[src/rtl/pshm_pkg.sv]
`timescale 1ns / 1ps
// shared types and constants for the page slot hash map
// no dependencies
package pshm_pkg;

  localparam int FID_W  = 16;
  localparam int PG_W   = 24;
  localparam int KEY_W  = FID_W + PG_W;
  localparam int SLOT_W = 10;
  localparam int HASH_W = 16;

  localparam int DEF_NUM_BUCKETS = 64;
  localparam int DEF_CAPACITY    = 256;

  typedef enum logic [1:0] {
    MODE_FIND   = 2'd0,
    MODE_INSERT = 2'd1,
    MODE_REMOVE = 2'd2,
    MODE_NOP    = 2'd3
  } mode_t;

  typedef enum logic [1:0] {
    ST_OK       = 2'd0,
    ST_NOTFOUND = 2'd1,
    ST_DUP      = 2'd2,
    ST_FULL     = 2'd3
  } status_t;

  typedef struct packed {
    logic pop;
    logic push;
  } fl_cmd_t;

  typedef struct packed {
    logic full;
  } fl_stat_t;

endpackage

[src/rtl/pshm_free.sv]
`timescale 1ns / 1ps
// free node allocator: stack of released nodes plus a counter of never used nodes
// depends on pshm_pkg
module pshm_free
  import pshm_pkg::*;
#(
  parameter int CAPACITY = DEF_CAPACITY,
  localparam int NW = $clog2(CAPACITY + 1),
  localparam int IW = $clog2(CAPACITY)
) (
  input  logic          clk,
  input  logic          rst_n,
  input  fl_cmd_t       cmd,
  input  logic [NW-1:0] push_idx,
  output logic [NW-1:0] alloc_idx,
  output fl_stat_t      stat
);

  logic [IW-1:0] stk_mem [CAPACITY];
  logic [IW-1:0] rd_q;
  logic [NW-1:0] sp_r, sp_nxt;
  logic [NW-1:0] fresh_r, fresh_nxt;
  logic [IW-1:0] top_addr;

  assign top_addr = IW'(sp_r - NW'(1));

  always_ff @(posedge clk) begin
    rd_q <= stk_mem[top_addr];
    if (cmd.push) begin
      stk_mem[sp_r[IW-1:0]] <= push_idx[IW-1:0];
    end
  end

  always_comb begin
    sp_nxt    = sp_r;
    fresh_nxt = fresh_r;
    if (cmd.push) begin
      sp_nxt = sp_r + NW'(1);
    end else if (cmd.pop) begin
      if (sp_r != '0) begin
        sp_nxt = sp_r - NW'(1);
      end else begin
        fresh_nxt = fresh_r + NW'(1);
      end
    end
  end

  always_ff @(posedge clk) begin
    if (!rst_n) begin
      sp_r    <= '0;
      fresh_r <= '0;
    end else begin
      sp_r    <= sp_nxt;
      fresh_r <= fresh_nxt;
    end
  end

  assign alloc_idx = (sp_r != '0) ? {1'b0, rd_q} : fresh_r;
  assign stat.full = (sp_r == '0) && (fresh_r == NW'(CAPACITY));

  a_fresh_bound: assert property (@(posedge clk) disable iff (!rst_n)
    fresh_r <= NW'(CAPACITY))
    else $error("fresh counter past capacity");
  a_stack_bound: assert property (@(posedge clk) disable iff (!rst_n)
    sp_r <= fresh_r)
    else $error("more free nodes stacked than ever allocated");
  a_no_pop_full: assert property (@(posedge clk) disable iff (!rst_n)
    cmd.pop |-> !stat.full)
    else $error("allocation from empty free list");

endmodule

[config.mk]
export PLATFORM = sky130hd
export DESIGN_NAME = pshm_free
export DESIGN_NICKNAME = d
export VERILOG_FILES = /design/src/rtl/pshm_pkg.sv /design/src/rtl/pshm_free.sv
export SDC_FILE = /design/constraint.sdc
export NUM_CORES = 2
export LEC_CHECK = 0
export BUFFER_PORTS_ARGS = -buffer_cell sky130_fd_sc_hd__clkbuf_2
export CELL_PAD_IN_SITES_DETAIL_PLACEMENT = 1
export CELL_PAD_IN_SITES_GLOBAL_PLACEMENT = 2
export CORE_AREA = 8 8 362 505
export CTS_BUF_LIST = sky130_fd_sc_hd__clkbuf_4 sky130_fd_sc_hd__clkbuf_8 sky130_fd_sc_hd__clkbuf_16
export DETAILED_ROUTE_END_ITERATION = 10
export DIE_AREA = 0 0 370 513
export PLACE_DENSITY_LB_ADDON = 0.08
export SETUP_SLACK_MARGIN = 0.05
export SYNTH_ARGS = -nofsm -noshare
export SYNTH_HDL_FRONTEND = slang
export SYNTH_SLANG_ARGS = --single-unit
export TNS_END_PERCENT = 10
[constraint.sdc]
create_clock -name clk -period 4 [get_ports clk]
set_clock_uncertainty 0.2 [all_clocks]
set_input_delay 0.8 -clock clk [delete_from_list [all_inputs] [get_ports clk]]
set_output_delay 0.8 -clock clk [all_outputs]
set_load 0.02 [all_outputs]
==> results.json <==
{
  "rows": 182,
  "synth_edf_count": 2048,
  "cp_num_buf_inv": 3,
  "maxSlewViolCount": 0,
  "status": "completed",
  "min_from": "push_idx[7]",
  "clock-root-buffer": "clkbuf_16",
  "clock-sinks": 2074,
  "worst_slack_ps": 84.5,
  "holdWs_ps": 302,
  "place.gp.congestion": 0.842,
  "synth.most_common_cell": "edfxtp_1",
  "netlist_area_mm2": 0.0800,
  "tightest_slew_ps": 1010,
  "async_flop_share": 0,
  "place_hpwl_um": 133000,
  "path_cells": "inv_2, ha_4, buf_12, buf_4, mux4_2, nand2_1, nand3_1, a32oi_1, o221ai_1, a32oi_1, o221ai_1",
  "cts_tree": "done",
  "grt_setup_unrepaired": "false",
  "critPathKind": "reg2reg",
  "power_mw": 72.1,
  "drc": 0,
  "cp-start-kind": "flip-flop",
  "coreArea_mm2": 0.175,
  "dp_slack_ps": 100,
  "io_buffers": 21,
  "clk_pin_slew_worst_paths_ps": 70,
  "fin_nets": 4093,
  "r2r_end": "rd_q[0]",
  "worst-path-max-fanout": 22,
  "max_stage_delay_ps": 510,
  "finalSetupTns_ps": 0,
  "r2r-start": "sp_r[0]",
  "num_vias": 38200,
  "syn-num-nets": 3781,
  "grt_pass1_wl_um": 299000,
  "rrSetupSlack_ps": 80,
  "fin_cells": 6537,
  "ir_drop_uv": 1100,
  "p_leak_nw": 28.7,
  "firstDrtPassIters": 6,
  "synthTopCellsByArea": "edfxtp_1, mux4_2, a22oi_1",
  "cpMaxStageDelayCell": "dfxtp_4",
  "grt_pass1_vias": 42100,
  "syn2layout_area_growth_pct": 14.6,
  "dr.first_iter.drc_count": 3113,
  "min_delay_path_depth": 1,
  "wl_per_cell_um": 31.7,
  "crit_path_end_kind": "flip-flop",
  "grt_antenna_before_repair": 6,
  "dpl_cell_area_mm2": 0.0851,
  "synth_commonest_cells": "edfxtp_1, mux4_2, nor2_1",
  "maxSlewHeadroom": 0.321,
  "cp.required_ps": 4460,
  "holdPathEnd": "stk_mem[124][7]",
  "synth_top_cell_by_area": "edfxtp_1",
  "cp.arrival_ps": 4380,
  "ant_nets": 0,
  "die_y_um": 513,
  "setup_viol": 0,
  "ys_seq_area_frac": 0.776,
  "p_per_area_mw_per_mm2": 787,
  "synth_warnings": 0,
  "drt_wl_total_um": 207000,
  "yosysTopAreaCellShare": 0.769,
  "viasPerCell": 5.85,
  "cp_top_family": "compound AO/OA/AOI/OAI gates",
  "h-tree-depth": 4,
  "cts_buffer_depth": 3,
  "synth-seq-cells": 2074,
  "fmax_mhz": 255,
  "yosysUniqueCellTypes": 48,
  "drive_gt1_frac": 0.284,
  "synth_ff_type": "edfxtp_1",
  "placedCellCount": 6174,
  "grt_max_degree": 99,
  "numCtsBuffers": 194,
  "hold_viol_final": 0,
  "io_pins": 23,
  "final_area_mm2": 0.0916,
  "clock_latency_ps": 830,
  "finalCritPeriodShare": 0.979,
  "start_util": 0.457,
  "dieArea_mm2": 0.190,
  "min_path_type": "in2reg",
  "synth.avg_cell_area_um2": 21.3,
  "die_x_um": 370,
  "fill_cells": 15200,
  "maxCapViolCount": 0,
  "netlist_instances": 3762,
  "gr-total-overflow": 0,
  "rr_worst_depth": 11,
  "fin_util": 0.524,
  "grt_usage": 0.217,
  "period_needed_ps": 3920
}
placed cells by master, fill, tap and decap left out, types with 4 or more instances in the layout:
master,Yosys,final
a211o_1,17,17
a21oi_1,56,52
a22o_1,48,48
a22oi_1,193,193
a32oi_1,16,16
and2_1,15,15
and3_1,13,13
buf_12,0,45
buf_4,1,285
bufinv_16,0,20
clkbuf_16,0,197
clkbuf_2,0,9
clkbuf_4,0,31
clkbuf_8,0,11
clkinv_1,0,42
clkinv_2,0,42
clkinvlp_4,0,12
dfxtp_1,26,25
edfxtp_1,2048,2048
ha_1,6,5
inv_1,6,5
inv_6,0,8
mux2i_1,25,25
mux4_2,512,512
nand2_1,129,129
nand2b_1,4,4
nand3_1,38,31
nand3_2,0,7
nor2_1,268,268
nor2b_1,10,10
nor3_1,25,23
o21ai_0,8,5
o21ai_1,1,4
o221ai_1,16,16
xnor2_1,12,11
xor2_1,5,4
layer usage:
layer  GRT usage  wire length [um]  up-vias  share of wire
met5           0                 0        -              0
met4      0.0792              7920        0          0.038
met3      0.0284              7920      298          0.038
met2       0.391            110000      874           0.53
met1       0.269             81700    20700           0.39
li1            -                 -    16400              -
area by class of cell:
cell class | count | area [um^2] | area share
Clock buffer | 227 | 5170 | 0.0565
Clock inverter | 130 | 1230 | 0.0135
Multi-Input combinational cell | 1446 | 17000 | 0.186
Tap cell | 2300 | 2880 | 0.0314
Inverter | 6 | 22.5 | 0.000246
Sequential cell | 2074 | 62000 | 0.677
Antenna cell | 2 | 5.00 | 0.0000546
Timing Repair Buffer | 352 | 3240 | 0.0353
where the power goes:
group	switching, mW	internal [mW]
registers	0.144	24.2
logic	18.0	11.2
clock network	7.97	10.6
worst max path at each step:
stage / end / startpoint / cells after the start
2_1_floorplan: alloc_idx[0] / sp_r[0] / 12
3_3_place_gp: rd_q[0] / sp_r[0] / 11
3_5_place_dp: rd_q[7] / sp_r[0] / 12
4_1_cts: stat / sp_r[0] / 8
5_1_grt: stat / sp_r[0] / 8
6_report: rd_q[0] / sp_r[0] / 11
kinds of logic (layout without fill, tap and decap cells):
| kind of cell | count (synthesis) | in the layout | synth area share |
|---|---|---|---|
| XOR/XNOR | 18 | 18 | 0.00207 |
| flip-flops | 2074 | 2074 | 0.776 |
| multiplexers | 537 | 537 | 0.147 |
| buffers and inverters | 242 | 715 | 0.0127 |
| AO/OA/AOI/OAI | 365 | 365 | 0.0338 |
| other | 0 | 2 | 0 |
| AND/OR/NAND/NOR | 520 | 520 | 0.0274 |
| adder cells (fa/ha/maj) | 6 | 6 | 0.000939 |
worst reg2reg max path: cells and delay by family (launching register included):
kind / cells / cell delay (ps)
AOI/OAI and AO/OA: 4 / 1550
adders and majority gates: 1 / 370
buffers and inverters: 3 / 580
DFF: 1 / 510
muxes: 1 / 320
and+or+nand+nor: 2 / 220
sequential cells by signal, indices dropped and copies added, names as in the netlist:
name     cells
sp_r         9
fresh_r      9
rd_q         8
stk_mem   2048
what timing repair did:
action,CTS,global route
resized for setup,10,1
setup endpoints to repair,10,1
hold buffers,0,0
setup buffers,4,0
(Power assumes the default switching activity.)
